$ cat config.mk
export PLATFORM = sky130hd
export DESIGN_NAME = shortest_seek_first_scheduler_core_flat
export DESIGN_NICKNAME = d
export VERILOG_FILES = /design/src/hw/rtl/sstf_pkg.sv /design/src/hw/rtl/sstf_ifs.sv /design/src/hw/rtl/sstf_cell.sv /design/src/hw/rtl/shortest_seek_first_scheduler_core.sv /design/src/flat_wrapper.sv
export SDC_FILE = /design/constraint.sdc
export NUM_CORES = 2
export LEC_CHECK = 0
export BUFFER_PORTS_ARGS = -buffer_cell sky130_fd_sc_hd__buf_4
export CORE_AREA = 4 4 485 487
export CTS_BUF_LIST = sky130_fd_sc_hd__clkbuf_8
export DETAILED_ROUTE_END_ITERATION = 8
export DIE_AREA = 0 0 489 491
export HOLD_SLACK_MARGIN = 0.03
export PLACE_DENSITY = 0.71
export SYNTH_ARGS = -nofsm -noshare
export SYNTH_HDL_FRONTEND = slang
export SYNTH_HIERARCHICAL = 1
export SYNTH_SLANG_ARGS = --single-unit
$ cat constraint.sdc
create_clock -name i_clk -period 16.8 [get_ports i_clk]
set_clock_uncertainty 0.15 [all_clocks]
set_input_delay 2.52 -clock i_clk [delete_from_list [all_inputs] [get_ports i_clk]]
set_output_delay 2.52 -clock i_clk [all_outputs]
set_load 0.02 [all_outputs]
$ cat src/hw/rtl/sstf_pkg.sv
package sstf_pkg;

    // Fixed field widths of the request and result transfers.
    localparam int CYL_W   = 16;
    localparam int TOTAL_W = 21;
    // The running sum is kept one bit wider so that saturation can be seen.
    localparam int SUM_W   = 22;

    localparam logic [SUM_W-1:0] TOTAL_MAX = SUM_W'(2097151);

    // Configuration port.
    localparam int APB_AW = 3;
    localparam int APB_DW = 32;

    // Register index, taken from paddr[2].
    localparam logic REG_START_CYLINDER = 1'b0;

endpackage

$ cat src/hw/rtl/sstf_ifs.sv
interface sstf_req_if;
    import sstf_pkg::*;

    logic             valid;
    logic             ready;
    logic [CYL_W-1:0] cylinder;
    logic             batch_end;

    modport source (output valid, output cylinder, output batch_end, input ready);
    modport sink   (input valid, input cylinder, input batch_end, output ready);
endinterface

interface sstf_res_if;
    import sstf_pkg::*;

    logic               valid;
    logic               ready;
    logic [CYL_W-1:0]   served_cylinder;
    logic [CYL_W-1:0]   seek_distance;
    logic [TOTAL_W-1:0] total_seek;
    logic               overflowed;
    logic               final_result;

    modport source (output valid, output served_cylinder, output seek_distance,
                    output total_seek, output overflowed, output final_result,
                    input ready);
    modport sink   (input valid, input served_cylinder, input seek_distance,
                    input total_seek, input overflowed, input final_result,
                    output ready);
endinterface

$ cat src/hw/rtl/sstf_cell.sv
module sstf_cell #(
    parameter int  IDX_W  = 5,
    parameter int  INDEX  = 0,
    parameter type t_best = logic,
    parameter type t_ctl  = logic
) (
    input  logic                      i_clk,
    input  logic                      i_rst_n,
    input  t_ctl                      i_ctl,
    input  logic [sstf_pkg::CYL_W-1:0] i_head,
    input  t_best                     i_best,
    output t_best                     o_best
);
    import sstf_pkg::*;

    localparam logic [IDX_W-1:0] MY_IDX = IDX_W'(INDEX);

    logic [CYL_W-1:0] r_cyl;
    logic             r_pend;
    t_best            r_best;
    t_best            n_best;
    logic [CYL_W-1:0] w_dist;

    assign w_dist = (r_cyl > i_head) ? (r_cyl - i_head) : (i_head - r_cyl);

    // Strictly smaller wins, so the earlier entry keeps a tie.
    always_comb begin
        n_best = i_best;
        if (r_pend && (!i_best.found || (w_dist < i_best.seek))) begin
            n_best.found = 1'b1;
            n_best.seek  = w_dist;
            n_best.cyl   = r_cyl;
            n_best.idx   = MY_IDX;
        end
    end

    always_ff @(posedge i_clk) begin
        if (i_ctl.load && (i_ctl.load_idx == MY_IDX)) begin
            r_cyl <= i_ctl.cyl;
        end
    end

    always_ff @(posedge i_clk) begin
        if (!i_rst_n) begin
            r_pend       <= 1'b0;
            r_best.found <= 1'b0;
        end else begin
            if (i_ctl.load && (i_ctl.load_idx == MY_IDX)) begin
                r_pend <= 1'b1;
            end else if (i_ctl.serve && (i_ctl.serve_idx == MY_IDX)) begin
                r_pend <= 1'b0;
            end
            r_best.found <= n_best.found;
        end
        r_best.seek <= n_best.seek;
        r_best.cyl  <= n_best.cyl;
        r_best.idx  <= n_best.idx;
    end

    assign o_best = r_best;

endmodule

$ cat src/hw/rtl/shortest_seek_first_scheduler_core.sv
// Shortest-seek-first disk scheduler.
//
// Requests arrive as transfers on i_req (cylinder, batch_end). Each transfer
// is accepted while loading and written into the next free cell of a row of
// TABLE_DEPTH cells; requests beyond the row are dropped and the batch is
// marked as overflowed. The transfer with batch_end set is loaded like the
// others and then starts service from the start cylinder held in the APB
// register at address 0.
//
// Each service step is a sweep down the cell row: every cell compares its
// own distance to the head with the best candidate handed on by its left
// neighbour, one cell per cycle, and registers the better of the two.
// A batch yields one result per stored request, so at most TABLE_DEPTH.
// i_req is not ready while a batch is being served.
//
// Results leave through an output register on o_res; the next sweep runs
// while a result waits, and a stalled receiver only holds back the capture
// of the following result. Reset empties the row and the output register
// and clears the start cylinder to zero; no clearing pass is needed.
module shortest_seek_first_scheduler_core #(
    parameter int TABLE_DEPTH = 32
) (
    input  logic                         i_clk,
    input  logic                         i_rst_n,
    sstf_req_if.sink                     i_req,
    sstf_res_if.source                   o_res,
    input  logic                         psel,
    input  logic                         penable,
    input  logic                         pwrite,
    input  logic [sstf_pkg::APB_AW-1:0]  paddr,
    input  logic [sstf_pkg::APB_DW-1:0]  pwdata,
    output logic [sstf_pkg::APB_DW-1:0]  prdata,
    output logic                         pready
);
    import sstf_pkg::*;

    localparam int IDX_W = $clog2(TABLE_DEPTH);
    localparam int CNT_W = $clog2(TABLE_DEPTH + 1);
    localparam logic [CNT_W-1:0] CNT_FULL = CNT_W'(TABLE_DEPTH);
    localparam logic [CNT_W-1:0] CNT_ONE  = CNT_W'(1);

    typedef struct packed {
        logic             found;
        logic [CYL_W-1:0] seek;
        logic [CYL_W-1:0] cyl;
        logic [IDX_W-1:0] idx;
    } t_best;

    typedef struct packed {
        logic             load;
        logic [IDX_W-1:0] load_idx;
        logic [CYL_W-1:0] cyl;
        logic             serve;
        logic [IDX_W-1:0] serve_idx;
    } t_ctl;

    typedef enum logic [1:0] {
        S_LOAD   = 2'b01,
        S_SEARCH = 2'b10
    } t_state;

    t_state           r_state, n_state;
    logic [CYL_W-1:0] r_start;
    logic [CYL_W-1:0] r_head;
    logic [CNT_W-1:0] r_count, n_count;
    logic [CNT_W-1:0] r_remaining;
    logic [CNT_W-1:0] r_wait;
    logic             r_drop, n_drop;
    logic [SUM_W-1:0] r_sum;
    logic [SUM_W-1:0] n_sum;

    logic               r_out_valid;
    logic [CYL_W-1:0]   r_served;
    logic [CYL_W-1:0]   r_dist;
    logic [TOTAL_W-1:0] r_total;
    logic               r_ovf;
    logic               r_final;

    logic  w_cfg_wr;
    logic  w_accept;
    logic  w_capture;
    logic  w_last_step;
    t_ctl  w_ctl;
    t_best w_chain [TABLE_DEPTH+1];

    // Configuration port: writes complete in the access phase.
    assign pready   = 1'b1;
    assign w_cfg_wr = psel && penable && pwrite && (paddr[2] == REG_START_CYLINDER);
    assign prdata   = (paddr[2] == REG_START_CYLINDER) ? APB_DW'(r_start) : '0;

    always_ff @(posedge i_clk) begin
        if (!i_rst_n) begin
            r_start <= '0;
        end else if (w_cfg_wr) begin
            r_start <= pwdata[CYL_W-1:0];
        end
    end

    // Loading side.
    assign i_req.ready = (r_state == S_LOAD);
    assign w_accept    = i_req.valid && i_req.ready;

    always_comb begin
        n_count = r_count;
        n_drop  = r_drop;
        if (w_accept) begin
            if (r_count < CNT_FULL) begin
                n_count = r_count + CNT_ONE;
            end else begin
                n_drop = 1'b1;
            end
        end
    end

    // The last cell holds the winner once a sweep has run the whole row.
    assign w_capture   = (r_state == S_SEARCH) && (r_wait == CNT_FULL) &&
                         (!r_out_valid || o_res.ready);
    assign w_last_step = (r_remaining == CNT_ONE);

    assign n_sum = r_sum + SUM_W'(w_chain[TABLE_DEPTH].seek);

    always_comb begin
        w_ctl.load      = w_accept && (r_count < CNT_FULL);
        w_ctl.load_idx  = r_count[IDX_W-1:0];
        w_ctl.cyl       = i_req.cylinder;
        w_ctl.serve     = w_capture;
        w_ctl.serve_idx = w_chain[TABLE_DEPTH].idx;
    end

    always_comb begin
        n_state = r_state;
        case (r_state)
            S_LOAD: begin
                if (w_accept && i_req.batch_end) begin
                    n_state = S_SEARCH;
                end
            end
            S_SEARCH: begin
                if (w_capture && w_last_step) begin
                    n_state = S_LOAD;
                end
            end
            default: n_state = S_LOAD;
        endcase
    end

    always_ff @(posedge i_clk) begin
        if (!i_rst_n) begin
            r_state     <= S_LOAD;
            r_count     <= '0;
            r_drop      <= 1'b0;
            r_remaining <= '0;
            r_wait      <= '0;
            r_out_valid <= 1'b0;
        end else begin
            r_state <= n_state;
            if (r_state == S_LOAD) begin
                r_count <= n_count;
                r_drop  <= n_drop;
                if (w_accept && i_req.batch_end) begin
                    r_remaining <= n_count;
                    r_wait      <= '0;
                end
            end else begin
                if (w_capture) begin
                    r_remaining <= r_remaining - CNT_ONE;
                    r_wait      <= '0;
                    if (w_last_step) begin
                        r_count <= '0;
                        r_drop  <= 1'b0;
                    end
                end else if (r_wait != CNT_FULL) begin
                    r_wait <= r_wait + CNT_ONE;
                end
            end
            if (w_capture) begin
                r_out_valid <= 1'b1;
            end else if (o_res.ready) begin
                r_out_valid <= 1'b0;
            end
        end
    end

    // Head, running sum and result payload.
    always_ff @(posedge i_clk) begin
        if (w_accept && i_req.batch_end) begin
            r_head <= r_start;
            r_sum  <= '0;
        end else if (w_capture) begin
            r_head <= w_chain[TABLE_DEPTH].cyl;
            r_sum  <= n_sum;
        end
        if (w_capture) begin
            r_served <= w_chain[TABLE_DEPTH].cyl;
            r_dist   <= w_chain[TABLE_DEPTH].seek;
            r_total  <= (n_sum > TOTAL_MAX) ? TOTAL_MAX[TOTAL_W-1:0] : n_sum[TOTAL_W-1:0];
            r_ovf    <= r_drop;
            r_final  <= w_last_step;
        end
    end

    assign o_res.valid           = r_out_valid;
    assign o_res.served_cylinder = r_served;
    assign o_res.seek_distance   = r_dist;
    assign o_res.total_seek      = r_total;
    assign o_res.overflowed      = r_ovf;
    assign o_res.final_result    = r_final;

    // The row of cells; the chain enters with no candidate.
    assign w_chain[0] = '0;

    for (genvar g = 0; g < TABLE_DEPTH; g++) begin : g_cell
        sstf_cell #(
            .IDX_W  (IDX_W),
            .INDEX  (g),
            .t_best (t_best),
            .t_ctl  (t_ctl)
        ) u_cell (
            .i_clk  (i_clk),
            .i_rst_n(i_rst_n),
            .i_ctl  (w_ctl),
            .i_head (r_head),
            .i_best (w_chain[g]),
            .o_best (w_chain[g+1])
        );
    end

    // A batch in service always has work left.
    a_remaining_nonzero: assert property (@(posedge i_clk) disable iff (!i_rst_n)
        (r_state == S_SEARCH) |-> (r_remaining != '0))
        else $error("batch in service with nothing left to serve");

    // The fill count never passes the row length.
    a_count_bounded: assert property (@(posedge i_clk) disable iff (!i_rst_n)
        r_count <= CNT_FULL)
        else $error("fill count beyond table depth");

    // A completed sweep always finds a pending request.
    a_capture_found: assert property (@(posedge i_clk) disable iff (!i_rst_n)
        w_capture |-> w_chain[TABLE_DEPTH].found)
        else $error("sweep ended without a candidate");

    // After the final result the row is empty and loading resumes.
    a_final_returns: assert property (@(posedge i_clk) disable iff (!i_rst_n)
        (w_capture && w_last_step) |=> ((r_state == S_LOAD) && (r_count == '0)))
        else $error("batch did not close after its final result");

    // A waiting result is never overwritten.
    a_out_held: assert property (@(posedge i_clk) disable iff (!i_rst_n)
        (r_out_valid && !o_res.ready) |-> !w_capture)
        else $error("result captured over a stalled one");

endmodule
$ cat src/flat_wrapper.sv
// flat-port wrapper written by rule: the top's interface ports become plain ports
module shortest_seek_first_scheduler_core_flat import sstf_pkg::*;
#(
    parameter int TABLE_DEPTH = 32
)
  (i_clk, i_rst_n, psel, penable, pwrite, paddr, pwdata, prdata, pready, i_req_valid, i_req_cylinder, i_req_batch_end, i_req_ready, o_res_valid, o_res_served_cylinder, o_res_seek_distance, o_res_total_seek, o_res_overflowed, o_res_final_result, o_res_ready);
  sstf_req_if i_req_i ();
  sstf_res_if o_res_i ();
  input  logic i_clk;
  input  logic i_rst_n;
  input  logic psel;
  input  logic penable;
  input  logic pwrite;
  input  logic [sstf_pkg::APB_AW-1:0] paddr;
  input  logic [sstf_pkg::APB_DW-1:0] pwdata;
  output logic [sstf_pkg::APB_DW-1:0] prdata;
  output logic pready;
  input wire logic [$bits(i_req_i.valid)-1:0] i_req_valid;
  input wire logic [$bits(i_req_i.cylinder)-1:0] i_req_cylinder;
  input wire logic [$bits(i_req_i.batch_end)-1:0] i_req_batch_end;
  output wire logic [$bits(i_req_i.ready)-1:0] i_req_ready;
  output wire logic [$bits(o_res_i.valid)-1:0] o_res_valid;
  output wire logic [$bits(o_res_i.served_cylinder)-1:0] o_res_served_cylinder;
  output wire logic [$bits(o_res_i.seek_distance)-1:0] o_res_seek_distance;
  output wire logic [$bits(o_res_i.total_seek)-1:0] o_res_total_seek;
  output wire logic [$bits(o_res_i.overflowed)-1:0] o_res_overflowed;
  output wire logic [$bits(o_res_i.final_result)-1:0] o_res_final_result;
  input wire logic [$bits(o_res_i.ready)-1:0] o_res_ready;
  assign i_req_i.valid = i_req_valid;
  assign i_req_i.cylinder = i_req_cylinder;
  assign i_req_i.batch_end = i_req_batch_end;
  assign i_req_ready = i_req_i.ready;
  assign o_res_valid = o_res_i.valid;
  assign o_res_served_cylinder = o_res_i.served_cylinder;
  assign o_res_seek_distance = o_res_i.seek_distance;
  assign o_res_total_seek = o_res_i.total_seek;
  assign o_res_overflowed = o_res_i.overflowed;
  assign o_res_final_result = o_res_i.final_result;
  assign o_res_i.ready = o_res_ready;
  shortest_seek_first_scheduler_core #(.TABLE_DEPTH(TABLE_DEPTH)) u_core (.i_clk(i_clk), .i_rst_n(i_rst_n), .i_req(i_req_i), .o_res(o_res_i), .psel(psel), .penable(penable), .pwrite(pwrite), .paddr(paddr), .pwdata(pwdata), .prdata(prdata), .pready(pready));
endmodule
# Word level (Yosys, flattened, before mapping)
# Cells that the tools add are included.
[classes]
reduce_logical = 212
n_lt_le_gt_ge = 65
n_mux = 153
bitwise_logic = 1
n_addsub = 68
eq_ne = 71
[ops]
columns = ["operator", "n"]
rows = [
  ["$mux W38", 31],
  ["$sub A16 B16 Y16", 64],
  ["$mux W16", 35],
  ["$gt A16 B16 Y1", 32],
  ["$lt A16 B16 Y1", 31],
  ["$eq A5 B5 Y1 const B", 32],
  ["$logic_and A1 B1 Y1", 104],
  ["$eq A5 B4 Y1 const B", 16],
  ["$mux W6", 12],
  ["$reduce_bool A2 Y1", 36],
  ["$mux W1", 71],
  ["$eq A5 B3 Y1 const B", 8],
  ["$mux W37", 1],
  ["$logic_not A1 Y1", 32],
  ["$logic_or A1 B1 Y1", 32],
  ["$add A22 B16 Y22", 1],
  ["$gt A22 B21 Y1 const B", 1],
  ["$eq A5 B2 Y1 const B", 4],
  ["$add A6 B1 Y6 const B", 2],
  ["$eq A5 B1 Y1 const B", 2],
  ["$logic_not A5 Y1", 2],
  ["$ne A2 B2 Y1 const B", 4],
  ["$reduce_and A2 Y1", 4],
  ["$eq A6 B1 Y1 const B", 1],
  ["other kinds (11)", 12],
]
[word_totals]
out_inout_bits = 90
reg_bits = 1890

# Depth between registers and ports, before layout
[logic_depth]
depth_word = 6
depth_mapped = 22
depth_no_buf = 19

# Cells and area by module
# The synthesis kept the hierarchy.
[modules_own_cells]
columns = ["module", "n_inst", "area_each_um2", "seq_area_each_um2", "cells_per_inst"]
rows = [
  ["sstf_cell at u_core.g_cell[21].u_cell ...", 4, 3714.8, 1261.2, 415],
  ["sstf_cell at u_core.g_cell[5].u_cell ...", 3, 3833.7, 1261.2, 408],
  ["sstf_cell at u_core.g_cell[29].u_cell ...", 3, 3824.9, 1261.2, 407],
  ["sstf_cell at u_core.g_cell[12].u_cell ...", 3, 3709.8, 1261.2, 414],
  ["sstf_cell at u_core.g_cell[4].u_cell ...", 2, 3829.9, 1261.2, 408],
  ["sstf_cell at u_core.g_cell[23].u_cell ...", 2, 3711.1, 1261.2, 416],
  ["sstf_cell at u_core.g_cell[17].u_cell ...", 2, 3662.3, 1261.2, 403],
  ["shortest_seek_first_scheduler_core", 1, 6263.5, 3333.2, 628],
  ["sstf_cell at u_core.g_cell[19].u_cell", 1, 3844.9, 1261.2, 422],
  ["sstf_cell at u_core.g_cell[2].u_cell", 1, 3831.2, 1261.2, 408],
  ["sstf_cell at u_core.g_cell[7].u_cell", 1, 3827.4, 1261.2, 407],
  ["sstf_cell at u_core.g_cell[31].u_cell", 1, 3823.7, 1261.2, 408],
  ["sstf_cell at u_core.g_cell[28].u_cell", 1, 3821.2, 1261.2, 408],
  ["sstf_cell at u_core.g_cell[14].u_cell", 1, 3778.6, 1261.2, 391],
  ["+7 rows", "n/a", "n/a", "n/a", "n/a"],
]

# Worst setup path before layout
# OpenSTA, ideal clock, no wires.
[synth_timing]
path_type = "reg-to-reg"
start = "register u_core.r_head[1]"
end = "register u_core.g_cell[19].u_cell.r_best, in the netlist u_core/g_cell[19].u_cell/o_best[33]"
n_path_buf = 1
synth_period_minus_slack_ns = 7.342
stages_incl_launch_ff = 17
arrival_time_ns = 7.072
setup_ns = 0.121
path_slack_ns = 9.458
cell_sequence = "edfxtp_1 > inv_1 > fa_1 > nand3_1 > a211o_1 > a31oi_4 > o31ai_4 > mux2i_1 > xor2_1 > ha_1 > a2111o_1 > a31oi_1 > o21ai_0 > a21o_1 > nor2_1 > buf_2 > mux2_2"
[synth_lines]
columns = ["item", "line_no", "rtl"]
rows = [
  ["from (decl)", "shortest_seek_first_scheduler_core.sv:64", "logic [CYL_W-1:0] r_head;"],
  ["from (signal assigned)", "shortest_seek_first_scheduler_core.sv:187", "r_head <= r_start;"],
  ["from (signal assigned)", "shortest_seek_first_scheduler_core.sv:190", "r_head <= w_chain[TABLE_DEPTH].cyl;"],
  ["to (decl)", "sstf_cell.sv:20", "t_best r_best;"],
]

==> flow_metrics.py <==
metrics = {
    "pwr": {
        "p_leak_nw": 63.0,
        "peakVddDrop_v": 0.0000795,
        "p_total_mw": 14.1,
        "power_density_nw_per_um2": 104,
    },
    "worst_setup_path": {
        "crit_path_max_fanout": 32,
        "setup.worst_path.start_class": "register",
        "critPathRequiredTime_ns": 17.49,
        "critPathCaptureType": "register",
        "cp.arrival_ns": 8.46,
        "worst-setup-path-type": "reg -> reg",
    },
    "sta": {
        "worstMarginPinSlew_ns": 1.21,
        "setup_violations": 0,
        "slew_headroom_pct": 18.7,
        "rsz0062_at_grt": "no",
        "period_needed_ns": 7.77,
        "period_share_pct": 46.3,
        "slew_viol_final": 0,
        "fmax_ghz": 0.129,
        "finalHoldViolCount": 0,
        "fin_setup_tns_ns": 0,
    },
    "floorplan": {
        "die-width_um": 489,
        "die_h_um": 491,
        "die-area_um2": 240000,
        "initial_core_util_pct": 54.6,
        "coreArea_um2": 231000,
        "core.rowCount": 177,
        "boundaryPins": 149,
    },
    "clocking": {
        "root_buffer": "clkbuf_8",
        "clk-insertion-delay-late_ns": 1.12,
        "clockBufferDepth": 4,
        "clock_sinks": 1890,
        "clkTransAtPathRegs_ns": 0.06,
        "cts_tree": "yes",
        "cts_made_buffers": 337,
        "cts.repair.resized": 0,
        "cts_hold_buf": 0,
        "post-cts-setup-buffer-count": 0,
        "h-tree-depth": 5,
    },
    "drt": {
        "vias_per_cell": 5.91,
        "vias": 101000,
        "drc": 0,
        "finalWirelength_um": 396000,
        "antenna_left": 0,
        "routedWlPerCell_um": 23.1,
        "drt_iter0_markers": 10700,
        "first_pass_iters": 6,
    },
    "run_status": {
        "outcome": "finished, final reports clean",
    },
    "layout": {
        "fin_nets": 15500,
        "nFillCells": 20600,
        "drive_above_1_share_pct": 11.6,
        "final_cell_area_um2": 136000,
        "area_growth_pct": 7.60,
    },
    "logic_synthesis": {
        "ys_warn_count": 6,
        "syn_avg_cell_area_um2": 9.20,
        "synth_cells": 13700,
        "syn_area_um2": 126000,
    },
    "grt": {
        "grt_max_degree": 73,
        "grt_pass1_vias": 96800,
        "grt_pass1_wl_um": 587000,
        "antenna_found_initial": 29,
        "overflow": 0,
        "grtUsageTotal_pct": 31.8,
    },
    "job": {
        "maxCapViolCount": 0,
    },
    "min_path": {
        "hp-class": "reg -> reg",
    },
    "placement": {
        "port_buffers": 113,
        "gp_congestion": 0.979,
        "place_area_um2": 129000,
        "dp_hpwl_um": 289000,
    },
}
per-layer routing:
layer	share of wire [%]	vias to the layer above	track usage, %
met5	0.0053	-	0
met4	4.6	4	13.7
met3	7.7	850	4.94
met2	44	4196	49.7
met1	43	48100	43.5
li1	-	48400	-
state kept, by name, summed over array words and instances, names as in the netlist:
register / flops
u_core/r_remaining: 6
u_core/r_state: 2
u_core/o_res.valid: 1
u_core/r_drop: 1
u_core/r_sum: 22
u_core/o_res.served_cylinder: 16
u_core/r_count: 6
u_core/o_res.seek_distance: 16
u_core/o_res.overflowed: 1
u_core/g_cell.u_cell/o_best: 1215
u_core/r_head: 16
u_core/r_start: 16
u_core/r_wait: 6
u_core/g_cell.u_cell/r_pend: 32
u_core/g_cell.u_cell/r_cyl: 512
u_core/o_res.final_result: 1
u_core/o_res.total_seek: 21
placed cells by master (no fill, tap or decap), types with 47 or more instances in the layout:
cell	count
and3_1	97
a21o_1	269
a21oi_1	1094
mux2_1	48
a211o_1	83
conb_1	72
and4_1	47
o21a_1	134
a211oi_1	131
nand3_1	149
nand2b_1	159
nor3_1	72
fa_1	65
mux2_2	425
xor2_1	163
dfxtp_1	1297
inv_1	1882
ha_1	1493
o211ai_1	76
and2_1	153
a31oi_1	105
nor2_1	404
xnor2_1	287
buf_4	233
nand2_1	1116
edfxtp_1	583
o21bai_1	132
o31ai_1	60
mux2i_1	323
o21ai_0	991
nor2b_1	124
o21ai_1	139
clkbuf_8	399
nand4_1	184
stage by stage:
| step | utilization [%] | instances | hold slack [ns] | setup WS, ns |
|---|---|---|---|---|
| after CTS | 58.7 | 17200 | 0.239 | 9.06 |
| after global routing | 58.7 | 17200 | 0.253 | 8.73 |
| after global placement | 55.7 | 16600 | 0.238 | 9.14 |
| after floorplan | - | 13800 | 0.236 | 9.46 |
| final | 58.7 | 17200 | 0.241 | 9.03 |
| after detailed placement | 55.7 | 16600 | 0.241 | 9.14 |
worst paths after layout:
path | start | to | slack, ns | cells after the start
setup / recovery | u_core/r_head[1] | u_core/g_cell[20].u_cell/o_best[10] | 9.03 | 18
setup reg to reg | u_core/r_head[1] | u_core/g_cell[20].u_cell/o_best[10] | 9.03 | 18
hold / removal | u_core/g_cell[5].u_cell/o_best[1] | u_core/g_cell[6].u_cell/o_best[1] | 0.24 | 1
hold reg to reg | u_core/g_cell[5].u_cell/o_best[1] | u_core/g_cell[6].u_cell/o_best[1] | 0.24 | 1
layout make-up:
| class | count | area, um^2 | area share (%) |
|---|---|---|---|
| Inverter | 1791 | 6730 | 4.95 |
| Tap cell | 3043 | 3810 | 2.80 |
| Antenna cell | 14 | 35.0 | 0.0258 |
| Timing Repair Buffer | 237 | 1830 | 1.35 |
| Clock inverter | 201 | 1420 | 1.04 |
| Sequential cell | 1890 | 43700 | 32.1 |
| Clock buffer | 399 | 5490 | 4.04 |
| Multi-Input combinational cell | 9603 | 72900 | 53.7 |
where the power goes:
part | total [mW] | switching (mW) | internal [mW]
registers | 5.77 | 0.386 | 5.38
logic | 3.91 | 2.38 | 1.52
clock network | 4.43 | 1.96 | 2.47
total | 14.1 | 4.73 | 9.38
worst max-delay path: stages (launching register included):
cell	delay [ns]
edfxtp_1	0.96
buf_4	0.47
buf_4	0.53
inv_1	0.17
fa_1	0.48
nand3_1	0.16
a21boi_4	0.08
o21ai_2	0.29
a21o_1	0.59
mux2i_1	0.30
xnor2_1	0.17
ha_1	0.30
a2111oi_0	0.42
nand2_1	0.08
o21ai_0	0.42
nand4_1	0.97
buf_4	0.60
nand2_1	0.13
o21ai_0	0.19
No activity file was read; power rests on OpenSTA's default activity.
